### src/hw/rtl/fdrb_pkg.sv
// ----------------------------------------------------------------------------
// fdrb_pkg
// types, field layouts and defaults shared by the frame descriptor ring files
// ----------------------------------------------------------------------------
`timescale 1ns / 1ps
`default_nettype none

package fdrb_pkg;

  // defaults for the top level parameters
  localparam int SLOTS_DEF      = 16;
  localparam int DATA_BYTES_DEF = 1024 << 10;

  // fixed field widths
  localparam int SIZE_W   = 21;
  localparam int START_W  = 20;
  localparam int META_W   = 134;  // size, ids, frame number, source, video info

  // stream widths, padded to whole bytes
  localparam int IN_TDATA_W  = 136;
  localparam int OUT_TDATA_W = 160;

  // operation carried in the input tuser bit
  typedef enum logic {
    OP_WRITE = 1'b0,
    OP_READ  = 1'b1
  } op_t;

  // input transfer payload, first field in the highest bits
  typedef struct packed {
    logic [15:0]       width;
    logic [15:0]       height;
    logic              key_frame;
    logic [31:0]       ssrc;
    logic [31:0]       frame_id;
    logic [SIZE_W-1:0] data_size;
    logic [7:0]        stream_id;
    logic [7:0]        media_type;
  } in_item_t;

  // output transfer payload, first field in the highest bits
  typedef struct packed {
    logic [15:0]        out_width;
    logic [15:0]        out_height;
    logic               out_key_frame;
    logic [31:0]        out_ssrc;
    logic [31:0]        out_frame_id;
    logic [SIZE_W-1:0]  out_size;
    logic [7:0]         out_stream_id;
    logic [7:0]         out_media_type;
    logic [START_W-1:0] start_offset;
  } out_item_t;

  // controller to datapath
  typedef struct packed {
    logic capture;   // take the input transfer into the item register
    logic do_write;  // commit a write and load its result
    logic do_fail;   // load a rejected result
    logic rd_issue;  // pop the read slot and start the store read
    logic rd_load;   // load the read result from the store data
  } cmd_t;

  // datapath to controller
  typedef struct packed {
    logic op_read;
    logic wr_busy;
    logic size_bad;
    logic rd_used;
  } status_t;

endpackage

`default_nettype wire

### src/hw/rtl/fdrb_ram.sv
// ----------------------------------------------------------------------------
// fdrb_ram
// simple dual port ram, one write port and one registered read port
// ----------------------------------------------------------------------------
`timescale 1ns / 1ps
`default_nettype none

module fdrb_ram #(
  parameter int WIDTH = 8,
  parameter int DEPTH = 16
) (
  input  wire logic                     clk,
  input  wire logic                     wr_en,
  input  wire logic [$clog2(DEPTH)-1:0] wr_addr,
  input  wire logic [WIDTH-1:0]         wr_data,
  input  wire logic                     rd_en,
  input  wire logic [$clog2(DEPTH)-1:0] rd_addr,
  output logic      [WIDTH-1:0]         rd_data
);

  logic [WIDTH-1:0] mem [DEPTH];

  always_ff @(posedge clk) begin
    if (wr_en) begin
      mem[wr_addr] <= wr_data;
    end
    if (rd_en) begin
      rd_data <= mem[rd_addr];
    end
  end

endmodule

`default_nettype wire

### src/hw/rtl/fdrb_ctrl.sv
// ----------------------------------------------------------------------------
// fdrb_ctrl
// sequencer for one descriptor operation at a time, owns the output valid
// ----------------------------------------------------------------------------
`timescale 1ns / 1ps
`default_nettype none

module fdrb_ctrl (
  input  wire logic             clk,
  input  wire logic             rst,
  input  wire logic             s_tvalid,
  output logic                  s_tready,
  output logic                  m_tvalid,
  input  wire logic             m_tready,
  input  wire fdrb_pkg::status_t sts,
  output fdrb_pkg::cmd_t        cmd
);

  typedef enum logic [2:0] {
    ST_IDLE   = 3'b001,
    ST_EXEC   = 3'b010,
    ST_RDWAIT = 3'b100
  } state_t;

  state_t state, state_next;
  logic   out_valid;
  logic   out_free;
  logic   load;

  assign out_free = !out_valid || m_tready;
  assign load     = cmd.do_write || cmd.do_fail || cmd.rd_load;
  assign s_tready = (state == ST_IDLE);
  assign m_tvalid = out_valid;

  always_comb begin
    cmd        = '0;
    state_next = state;
    unique case (state)
      ST_IDLE: begin
        if (s_tvalid) begin
          cmd.capture = 1'b1;
          state_next  = ST_EXEC;
        end
      end
      ST_EXEC: begin
        if (sts.op_read && sts.rd_used) begin
          cmd.rd_issue = 1'b1;
          state_next   = ST_RDWAIT;
        end else if (out_free) begin
          if (!sts.op_read && !sts.wr_busy && !sts.size_bad) begin
            cmd.do_write = 1'b1;
          end else begin
            cmd.do_fail = 1'b1;
          end
          state_next = ST_IDLE;
        end
      end
      ST_RDWAIT: begin
        if (out_free) begin
          cmd.rd_load = 1'b1;
          state_next  = ST_IDLE;
        end
      end
      default: begin
        state_next = ST_IDLE;
      end
    endcase
  end

  always_ff @(posedge clk) begin
    if (rst) begin
      state     <= ST_IDLE;
      out_valid <= 1'b0;
    end else begin
      state <= state_next;
      if (load) begin
        out_valid <= 1'b1;
      end else if (m_tready) begin
        out_valid <= 1'b0;
      end
    end
  end

  // a result never overwrites one still waiting
  a_load_free: assert property (@(posedge clk) disable iff (rst) load |-> out_free)
    else $error("result loaded over a pending transfer");

  // every loaded result is offered next cycle
  a_load_valid: assert property (@(posedge clk) disable iff (rst) load |=> out_valid)
    else $error("loaded result not offered");

  // valid only rises because of a load
  a_valid_cause: assert property (@(posedge clk) disable iff (rst)
    $rose(out_valid) |-> $past(load))
    else $error("output valid without a result");

endmodule

`default_nettype wire

### src/hw/rtl/fdrb_datapath.sv
// ----------------------------------------------------------------------------
// fdrb_datapath
// slot pointers, used flags, data space allocator, descriptor store, result
// ----------------------------------------------------------------------------
`timescale 1ns / 1ps
`default_nettype none

module fdrb_datapath #(
  parameter int SLOTS      = fdrb_pkg::SLOTS_DEF,
  parameter int DATA_BYTES = fdrb_pkg::DATA_BYTES_DEF
) (
  input  wire logic                            clk,
  input  wire logic                            rst,
  input  wire logic [fdrb_pkg::IN_TDATA_W-1:0] s_tdata,
  input  wire logic                            s_tuser,
  output logic      [fdrb_pkg::OUT_TDATA_W-1:0] m_tdata,
  output logic                                 m_tuser,
  input  wire fdrb_pkg::cmd_t                  cmd,
  output fdrb_pkg::status_t                    sts
);

  localparam int SLOT_W = $clog2(SLOTS);
  localparam int OFF_W  = $clog2(DATA_BYTES + 1);
  localparam int SUM_W  = ((OFF_W > fdrb_pkg::SIZE_W) ? OFF_W : fdrb_pkg::SIZE_W) + 1;
  localparam int WORD_W = OFF_W + fdrb_pkg::META_W;

  fdrb_pkg::in_item_t  item;
  fdrb_pkg::op_t       item_op;
  fdrb_pkg::out_item_t res;
  logic                res_ok;

  logic [SLOT_W-1:0] write_slot;
  logic [SLOT_W-1:0] read_slot;
  logic [OFF_W-1:0]  data_write_offset;
  logic [OFF_W-1:0]  data_write_offset_next;
  logic [SLOTS-1:0]  slot_used;

  logic [SUM_W-1:0]  sum;
  logic              fits;
  logic [OFF_W-1:0]  start;
  logic [SUM_W-1:0]  start_ext;
  logic [SUM_W-1:0]  rd_off_ext;
  logic [WORD_W-1:0] wr_word;
  logic [WORD_W-1:0] rd_word;

  // allocator: place at the current offset unless the frame would reach the end
  assign sum   = SUM_W'(data_write_offset) + SUM_W'(item.data_size);
  assign fits  = sum < SUM_W'(DATA_BYTES);
  assign start = fits ? data_write_offset : '0;
  assign data_write_offset_next = fits ? OFF_W'(sum) : OFF_W'(item.data_size);
  assign start_ext  = SUM_W'(start);
  assign rd_off_ext = SUM_W'(rd_word[OFF_W-1:0]);

  assign sts.op_read  = (item_op == fdrb_pkg::OP_READ);
  assign sts.wr_busy  = slot_used[write_slot];
  assign sts.rd_used  = slot_used[read_slot];
  assign sts.size_bad = SUM_W'(item.data_size) > SUM_W'(DATA_BYTES);

  // store word: video info, source, frame number, ids, size, offset
  assign wr_word = {item.key_frame, item.height, item.width, item.ssrc, item.frame_id,
                    item.media_type, item.stream_id, item.data_size, start};

  fdrb_ram #(
    .WIDTH (WORD_W),
    .DEPTH (SLOTS)
  ) u_store (
    .clk     (clk),
    .wr_en   (cmd.do_write),
    .wr_addr (write_slot),
    .wr_data (wr_word),
    .rd_en   (cmd.rd_issue),
    .rd_addr (read_slot),
    .rd_data (rd_word)
  );

  always_ff @(posedge clk) begin
    if (rst) begin
      write_slot        <= '0;
      read_slot         <= '0;
      data_write_offset <= '0;
      slot_used         <= '0;
    end else begin
      if (cmd.do_write) begin
        slot_used[write_slot] <= 1'b1;
        data_write_offset     <= data_write_offset_next;
        write_slot <= (write_slot == SLOT_W'(SLOTS - 1)) ? '0 : write_slot + 1'b1;
      end
      if (cmd.rd_issue) begin
        slot_used[read_slot] <= 1'b0;
        read_slot <= (read_slot == SLOT_W'(SLOTS - 1)) ? '0 : read_slot + 1'b1;
      end
    end
  end

  // item and result registers
  always_ff @(posedge clk) begin
    if (cmd.capture) begin
      item    <= fdrb_pkg::in_item_t'(s_tdata[$bits(fdrb_pkg::in_item_t)-1:0]);
      item_op <= fdrb_pkg::op_t'(s_tuser);
    end
    if (cmd.do_write) begin
      // start offset sits in the lowest bits, metadata fields stay zero
      res    <= fdrb_pkg::out_item_t'({{($bits(fdrb_pkg::out_item_t) - fdrb_pkg::START_W){1'b0}},
                                       start_ext[fdrb_pkg::START_W-1:0]});
      res_ok <= 1'b1;
    end else if (cmd.do_fail) begin
      res    <= '0;
      res_ok <= 1'b0;
    end else if (cmd.rd_load) begin
      res.start_offset   <= rd_off_ext[fdrb_pkg::START_W-1:0];
      res.out_size       <= rd_word[OFF_W +: 21];
      res.out_stream_id  <= rd_word[OFF_W + 21 +: 8];
      res.out_media_type <= rd_word[OFF_W + 29 +: 8];
      res.out_frame_id   <= rd_word[OFF_W + 37 +: 32];
      res.out_ssrc       <= rd_word[OFF_W + 69 +: 32];
      res.out_width      <= rd_word[OFF_W + 101 +: 16];
      res.out_height     <= rd_word[OFF_W + 117 +: 16];
      res.out_key_frame  <= rd_word[OFF_W + 133];
      res_ok             <= 1'b1;
    end
  end

  assign m_tdata = fdrb_pkg::OUT_TDATA_W'(res);
  assign m_tuser = res_ok;

  // a committed write leaves its slot marked used
  a_write_marks: assert property (@(posedge clk) disable iff (rst)
    cmd.do_write |=> slot_used[$past(write_slot)])
    else $error("written slot not marked used");

  // a pop frees its slot
  a_read_frees: assert property (@(posedge clk) disable iff (rst)
    cmd.rd_issue |=> !slot_used[$past(read_slot)])
    else $error("popped slot still used");

  // the allocator never runs past the end of the data space
  a_offset_range: assert property (@(posedge clk) disable iff (rst)
    cmd.do_write |=> (data_write_offset <= OFF_W'(DATA_BYTES)))
    else $error("data offset beyond buffer");

endmodule

`default_nettype wire

### src/hw/rtl/frame_descriptor_ring_buffer.sv
// ----------------------------------------------------------------------------
// frame_descriptor_ring_buffer
// descriptor ring for frames with a circular data space allocator
// ----------------------------------------------------------------------------
// usage
//   s_* carries one request per transfer: s_tuser is the operation (0 write
//   descriptor, 1 pop oldest), s_tdata the frame metadata. m_* returns one
//   result per request: m_tuser is the ok flag, m_tdata the start offset and,
//   for a pop, the stored metadata (zero on writes and on failures).
//   a write is rejected when the slot under the write pointer is still used
//   or the size exceeds DATA_BYTES; otherwise the frame goes at the current
//   data offset, or at zero when it would reach the end of the buffer.
//   a pop fails when the oldest slot is empty.
// timing
//   write or failed request: the request is captured in the item register
//   and its result then loaded into the output register. successful pop:
//   the registered read port of the descriptor store lies between the two.
//   one request is in work at a time; the sequencer sets this order.
// reset and stalls
//   rst (synchronous) empties every slot and clears both pointers and the
//   data offset; no clearing pass is needed. while m_tready is low a result
//   waits in the output register; the next request is still taken and its
//   result is held back until that transfer completes.
// ----------------------------------------------------------------------------
`timescale 1ns / 1ps
`default_nettype none

module frame_descriptor_ring_buffer #(
  parameter int SLOTS      = fdrb_pkg::SLOTS_DEF,
  parameter int DATA_BYTES = fdrb_pkg::DATA_BYTES_DEF
) (
  input  wire logic                             clk,
  input  wire logic                             rst,
  input  wire logic                             s_tvalid,
  output logic                                  s_tready,
  // media_type, stream_id, data_size, frame_id, ssrc, key_frame, height, width
  input  wire logic [fdrb_pkg::IN_TDATA_W-1:0]  s_tdata,
  // op
  input  wire logic                             s_tuser,
  output logic                                  m_tvalid,
  input  wire logic                             m_tready,
  // start_offset, out_media_type, out_stream_id, out_size, out_frame_id,
  // out_ssrc, out_key_frame, out_height, out_width
  output logic      [fdrb_pkg::OUT_TDATA_W-1:0] m_tdata,
  // ok
  output logic                                  m_tuser
);

  fdrb_pkg::cmd_t    cmd;
  fdrb_pkg::status_t sts;

  // sequencer: one request from acceptance to result
  fdrb_ctrl u_ctrl (
    .clk      (clk),
    .rst      (rst),
    .s_tvalid (s_tvalid),
    .s_tready (s_tready),
    .m_tvalid (m_tvalid),
    .m_tready (m_tready),
    .sts      (sts),
    .cmd      (cmd)
  );

  // pointers, used flags, allocator, descriptor store and result register
  fdrb_datapath #(
    .SLOTS      (SLOTS),
    .DATA_BYTES (DATA_BYTES)
  ) u_datapath (
    .clk     (clk),
    .rst     (rst),
    .s_tdata (s_tdata),
    .s_tuser (s_tuser),
    .m_tdata (m_tdata),
    .m_tuser (m_tuser),
    .cmd     (cmd),
    .sts     (sts)
  );

endmodule

`default_nettype wire

### config.mk
export PLATFORM = sky130hd
export DESIGN_NAME = frame_descriptor_ring_buffer
export DESIGN_NICKNAME = d
export VERILOG_FILES = /design/src/hw/rtl/fdrb_pkg.sv /design/src/hw/rtl/fdrb_ram.sv /design/src/hw/rtl/fdrb_ctrl.sv /design/src/hw/rtl/fdrb_datapath.sv /design/src/hw/rtl/frame_descriptor_ring_buffer.sv
export SDC_FILE = /design/constraint.sdc
export NUM_CORES = 2
export LEC_CHECK = 0
export CAP_MARGIN = 25
export CORE_MARGIN = 2
export CORE_UTILIZATION = 49
export DETAILED_ROUTE_END_ITERATION = 12
export DONT_BUFFER_PORTS = 1
export GPL_TIMING_DRIVEN = 1
export SLEW_MARGIN = 30
export SYNTH_ARGS = -nofsm -noshare
export SYNTH_HDL_FRONTEND = slang
export SYNTH_SLANG_ARGS = --single-unit
### constraint.sdc
create_clock -name clk -period 6.85 [get_ports clk]
set_input_delay 0.3425 -clock clk [delete_from_list [all_inputs] [get_ports clk]]
set_output_delay 0.3425 -clock clk [all_outputs]
set_load 0.02 [all_outputs]
Yosys cells after proc, flatten, opt, wreduce, memory -nomap -nowiden
Memory sizes are Yosys's and may differ from the RTL's. A register that Yosys moved wholly into a read port is not among the register bits.
Index checks and enable logic that the tools add are counted.

storage, ports and cells
  output and inout port bits = 163
  word-level logic and storage cells = 98
  bits of input ports = 141
  memories kept = 1
  bits in writable memories = 2,480
  register bits = 339

operators by class
  mux-type cells = 38
  $lt $le $gt $ge = 6
  add/subtract/negate cells = 3
  reductions and logical operators = 16
  bitwise gates (word level) = 3
  equal/unequal tests = 6

memories
  memory                  words  width  read ports  clocked after memory_dff  write ports  RTL line        source
  u_datapath.u_store.mem  16     155    1           1                         1            fdrb_ram.sv:21  logic [WIDTH-1:0] mem [DEPTH];

operator list
  operator              number
  $mux 20               3
  $mux 16               3
  $mux 21               2
  $add 21x21->22        1
  $lt 22x21->1 const B  1
  $gt 21x21->1 const B  1
  $mux 1                17
  $and 16x16->16        1
  $not 16->16           1
  $or 16x16->16         1
  $mux 3                4
  $lt 4x5->1 const B    2
  $pmux 3 s3            1
  $add 4x1->4 const B   2
  $bmux 1 s4            2
  $demux 1 s4           2
  $eq 4x4->1 const B    2
  $ge 4x1->1 const B    2
  $mux 4                2
  $logic_and 1x1->1     5
  $logic_not 1->1       4
  $mux 2                2
  $reduce_bool 2->1     2
  $eq 3x1->1 const B    1
  6 further kinds       8

Depth between registers and ports, before layout
  depth after elaboration = 13
  mapped depth = 12
  mapped depth without buffers = 10

Hierarchy
A second synthesis with hierarchy kept.

unflattened totals
  cell total of the unflattened synthesis = 5,161
  area, all modules = 111,638.3 µm²

modules (own cells, without submodules)
  module         seq. area each (µm²)  instances  cells an instance  area an instance (µm²)
  fdrb_ram       79,125.9              1          4,062              97,901.4
  fdrb_datapath  8,257.9               1          1,069              13,487.9
  fdrb_ctrl      80.1                  1          30                 249.0

Least setup slack after synthesis
Ideal clock, no wire load.

  path kind = register -> register
  start = reg u_datapath.read_slot[0]
  end = mem u_datapath.u_store.mem[11][0] (netlist name), enable pin
  clock period less this slack = 6.082 ns
  data required time = 6.316 ns
  buffers on the path = 3
  slack = 0.768 ns
  library setup time = 0.534 ns
  arrival time = 5.548 ns
  stages on the path, launching flop included = 10
  path through = dfxtp_1 buf_6 mux4_2 mux2i_1 o32ai_2 or2_1 buf_6 nor2_4 buf_4 and3_1

on the way
  word-level cells in the longest chain between the ends = 7

RTL lines
  item                          RTL line             source
  start: declaration            fdrb_datapath.sv:33  logic [SLOT_W-1:0] read_slot;
  start signal: assignment      fdrb_datapath.sv:90  read_slot <= (read_slot == SLOT_W'(SLOTS - 1)) ? '0 : read_slot + 1'b1;
  $bmux 1 s4                    fdrb_datapath.sv:56  assign sts.rd_used = slot_used[read_slot];
  $mux 1 (not written as such)  fdrb_datapath.sv:56
  $logic_and 1x1->1             fdrb_ctrl.sv:46      if (sts.op_read && sts.rd_used) begin
  $mux 2                        fdrb_ctrl.sv:46
  $mux 3                        fdrb_ctrl.sv:38      unique case (state)
  $mux 1                        fdrb_ram.sv:24       if (wr_en) begin
  $mux 1 (not written as such)  fdrb_ram.sv:25       mem[wr_addr] <= wr_data;
  end: declaration              fdrb_ram.sv:21

No other way between the ends. The select of a mux whose other input is x is not followed.

Final worst setup path
  start = reg u_datapath.read_slot[0]
  end = reg u_datapath.res, in the netlist u_datapath.m_tdata[16], data pin

on the way
  word-level cells in the longest chain between the ends = 7

RTL lines
  item                              RTL line              source
  $bmux 1 s4 (*)                    fdrb_datapath.sv:56
  $mux 1 (not written as such) (*)  fdrb_datapath.sv:56
  $logic_and 1x1->1 (*)             fdrb_ctrl.sv:46
  $mux 2 (*)                        fdrb_ctrl.sv:46
  $mux 3 (*)                        fdrb_ctrl.sv:38
  $mux 20                           fdrb_datapath.sv:106  end else if (cmd.do_fail) begin
  $mux 20 (*)                       fdrb_datapath.sv:101  if (cmd.do_write) begin
  end signal: assignment            fdrb_datapath.sv:103  res <= fdrb_pkg::out_item_t'({{($bits(fdrb_pkg::out_item_t) - fdrb_pkg::START_W){1'b0}},
  end: declaration                  fdrb_datapath.sv:29   fdrb_pkg::out_item_t res;

Mark *: on every way between the ends. The rest lies on a longest branch, timed or not. The select of a mux whose other input is x is not followed.
A chain may end at the register's enable or synchronous reset.

==> run_results.csv <==
group,metric,value,unit
status,status,"complete, no violations",
routing,vias,50396,
synthesis,yosysTopAreaCellShare,0.758,
synthesis,yosys_warnings,0,
routing,drt_iter0_drc,4897,
worst_setup_path,worstSetupPathType,"reg -> reg",
power,powerDensity,290,mW/mm²
worst_setup_path,r2r_start,"u_datapath.read_slot[0]",
placed_design,dpl.hpwl,130,mm
min_path,hold_class,"in -> reg",
global_route,grt_start_max_net_pins,144,
sta,slew_headroom,0.344,
synthesis,synth_edf_count,2773,
clocking,htree_levels,5,
run,drv_cap,0,
placed_design,io_buffer_count,0,
min_path,worstHoldStart,"s_tdata[22]",
die,die_h,478,µm
power,p_leak,38.9,nW
worst_setup_path,reg2reg_to,"u_datapath.m_tdata[16]",
global_route,grtUsageTotal,0.227,
synthesis,synth_common_cells,"edfxtp_1 (2773), mux4_2 (777), nand2_1 (291)",
routing,drc,0,
die,die_area,0.228,mm²
die,die_x,478,µm
layout,drive_above_1_share,0.248,
routing,wirelength,259,mm
synthesis,ys_seq_area_frac,0.791,
power,p_int,29.5,mW
synthesis,synth-seq-cells,2957,
worst_setup_path,crit_path_end_kind,"register",
die,coreArea,0.223,mm²
power,ir_drop,0.230,mV
clocking,cts_buffers,320,
clocking,cts.sinks,2957,
placed_design,pre_cts_ws,2.11,ns
clocking,clk_path_buf_depth,4,
worst_setup_path,start_kind,"register",
routing,viasPerCell,5.98,
sta,fin_crit,4.69,ns
routing,wl_per_cell,30.7,µm
synthesis,synth-main-ff-cell,"edfxtp_1",
sta,fin_crit_sh,0.685,
worst_setup_path,arrival,5.35,ns
sta,drv_slew,0,
worst_setup_path,r2r_cells,11,
worst_setup_path,crit_required,7.51,ns
synthesis,synth_cells,4808,
power,swShare,0.194,
synthesis,synthTopCellsByArea,"edfxtp_1 (76%), mux4_2 (16%), dfxtp_1 (3.4%)",
clocking,clk_latency,0.95,ns
sta,fin_ws,2.16,ns
die,start_util,0.494,
global_route,gr-total-overflow,0,
clocking,root_buffer,"clkbuf_16",
synthesis,avgSynthCellArea,22.9,µm²
synthesis,syn_area,0.110,mm²
global_route,grt_pass1_wl,373,mm
sta,hold_violations,0,
layout,area_growth,14.8,%
global_route,antenna_found_initial,29,
power,switchingPower,7.10,mW
min_path,holdPathStages,1,
sta,skew,0.0936,ns
global_route,grt_pass1_vias,52225,
clocking,cts.reportedPaths.clkPinSlew,0.06,ns
sta,fmax,213,MHz
synthesis,synth_cell_type_count,53,
synthesis,synth_area_leader_cell,"edfxtp_1",
layout,nNetsFinal,5365,
worst_setup_path,crit_fanout,49,
placed_design,gp_congestion,0.804,
worst_setup_path,ff2ff_setup_slack,2.16,ns
power,combPwrFrac,0.007,
sta,tns,0,ns
power,clockPowerShare,0.445,
sta,rsz0062_at_grt,"false",
sta,tightest_slew,0.984,ns
clocking,cts_tree,"done",
synthesis,synth-async-reset-ratio,0,
synthesis,synth.most_common_cell,"edfxtp_1",
die,rows,173,
routing,drtAntennaViolNets,0,
routing,dr.pass1.iters,5,
sta,finalSetupViolations,0,
min_path,hold_end,"u_datapath.item[22]",
power,p_seq_frac,0.548,
die,ios,304,
-- sequential cells by signal, indices dropped and copies added (netlist names) --
name / count
u_datapath.item: 134
u_datapath.u_store.rd_data: 154
u_datapath.item_op: 1
u_datapath.write_slot: 4
u_datapath.read_slot: 4
u_ctrl.state: 3
u_datapath.slot_used: 16
u_datapath.m_tdata: 154
u_datapath.u_store.mem: 2464
u_datapath.m_tuser: 1
u_ctrl.m_tvalid: 1
u_datapath.data_write_offset: 21
-- metal layers --
| metal | track usage | vias up | share of wire |
|---|---|---|---|
| li1 | - | 20946 | - |
| met1 | 0.323 | 27366 | 0.42 |
| met2 | 0.369 | 1635 | 0.49 |
| met3 | 0.0333 | 425 | 0.056 |
| met4 | 0.0639 | 24 | 0.026 |
| met5 | 0 | - | 0.00058 |
-- layout by cell type, fill, tap and decap left out, types with 43 or more instances in the layout --
| master | instances |
|---|---|
| nor2_1 | 82 |
| a21oi_1 | 166 |
| clkinv_1 | 51 |
| clkbuf_1 | 93 |
| clkinv_2 | 43 |
| buf_4 | 55 |
| nand2_1 | 291 |
| clkbuf_16 | 326 |
| mux4_2 | 777 |
| edfxtp_1 | 2773 |
| dfxtp_1 | 180 |
| dlygate4sd3_1 | 184 |
| buf_12 | 59 |
-- final cells by class --
| type | count | area, µm² |
|---|---|---|
| clock buffers | 434 | 8710 |
| fillers | 16494 | 96300 |
| repair buffers | 309 | 3620 |
| flip-flops and latches | 2957 | 87000 |
| diodes | 14 | 35.0 |
| clock inverters | 126 | 1090 |
| inverters | 7 | 26.3 |
| multi-input cells | 1599 | 22000 |
| well taps | 2975 | 3720 |
-- through the flow --
stage	power (mW)	cell area (µm²)	utilization	hold WS, ns	instances
after detailed placement	20.6	114000	0.514	0.425	7660
after CTS	37.0	126000	0.567	0.000538	8405
after global routing	37.7	126000	0.567	0.0318	8414
final	36.6	126000	0.567	0.0591	8421
after floorplan	20.5	110000	-	0.441	4813
after global placement	20.6	114000	0.514	0.421	7657
-- worst max-delay path, cell delays in order (launching register included) --
cell,delay [ns]
dfxtp_4,0.89
buf_4,0.73
nand2b_1,0.20
o22ai_1,0.10
o32ai_2,0.64
or2_1,0.19
buf_4,0.33
nor2_4,0.16
buf_4,0.32
and2_1,0.23
buf_4,0.23
a22o_1,0.22
-- how the worst max path moves through the flow --
stage	end	cells past startpoint	start	slack, ns
2_1_floorplan	u_datapath.u_store.mem[11][0]	9	u_datapath.read_slot[0]	0.77
3_3_place_gp	u_datapath.read_slot[0]	9	u_datapath.read_slot[0]	2.09
3_5_place_dp	u_datapath.m_tdata[3]	11	u_datapath.read_slot[0]	2.11
4_1_cts	u_datapath.m_tdata[3]	11	u_datapath.read_slot[0]	2.06
5_1_grt	u_datapath.m_tdata[19]	11	u_datapath.read_slot[0]	1.85
6_report	u_datapath.m_tdata[16]	11	u_datapath.read_slot[0]	2.16
-- logic make-up (layout without fill, tap and decap cells) --
family / count (synthesis) / in the layout / synth area share
muxes: 797 / 797 / 0.161
xor gates and xnor gates: 15 / 15 / 0.00120
other: 1 / 20 / 0.0000341
adders and majority gates: 30 / 30 / 0.00348
DFF: 2957 / 2957 / 0.791
and+or+nand+nor: 499 / 499 / 0.0197
AOI/OAI and AO/OA: 252 / 252 / 0.0135
buffers and inverters: 257 / 876 / 0.00977
-- power groups by stage --
stage	logic, mW	clock network, mW	registers, mW
6_report	0.275	16.3	20.1
2_1_floorplan	0.108	0	20.3
3_5_place_dp	0.173	0	20.4
5_1_grt	0.295	17.3	20.1
3_3_place_gp	0.171	0	20.4
4_1_cts	0.277	16.6	20.1
-- repair_timing --
| action | CTS | global route |
|---|---|---|
| endpoints found under the hold margin | 200 | 0 |
| resized for setup | 0 | 0 |
| hold buffers | 185 | 0 |
| buffers inserted | 0 | 0 |
Power figures use the tool's default switching activity.
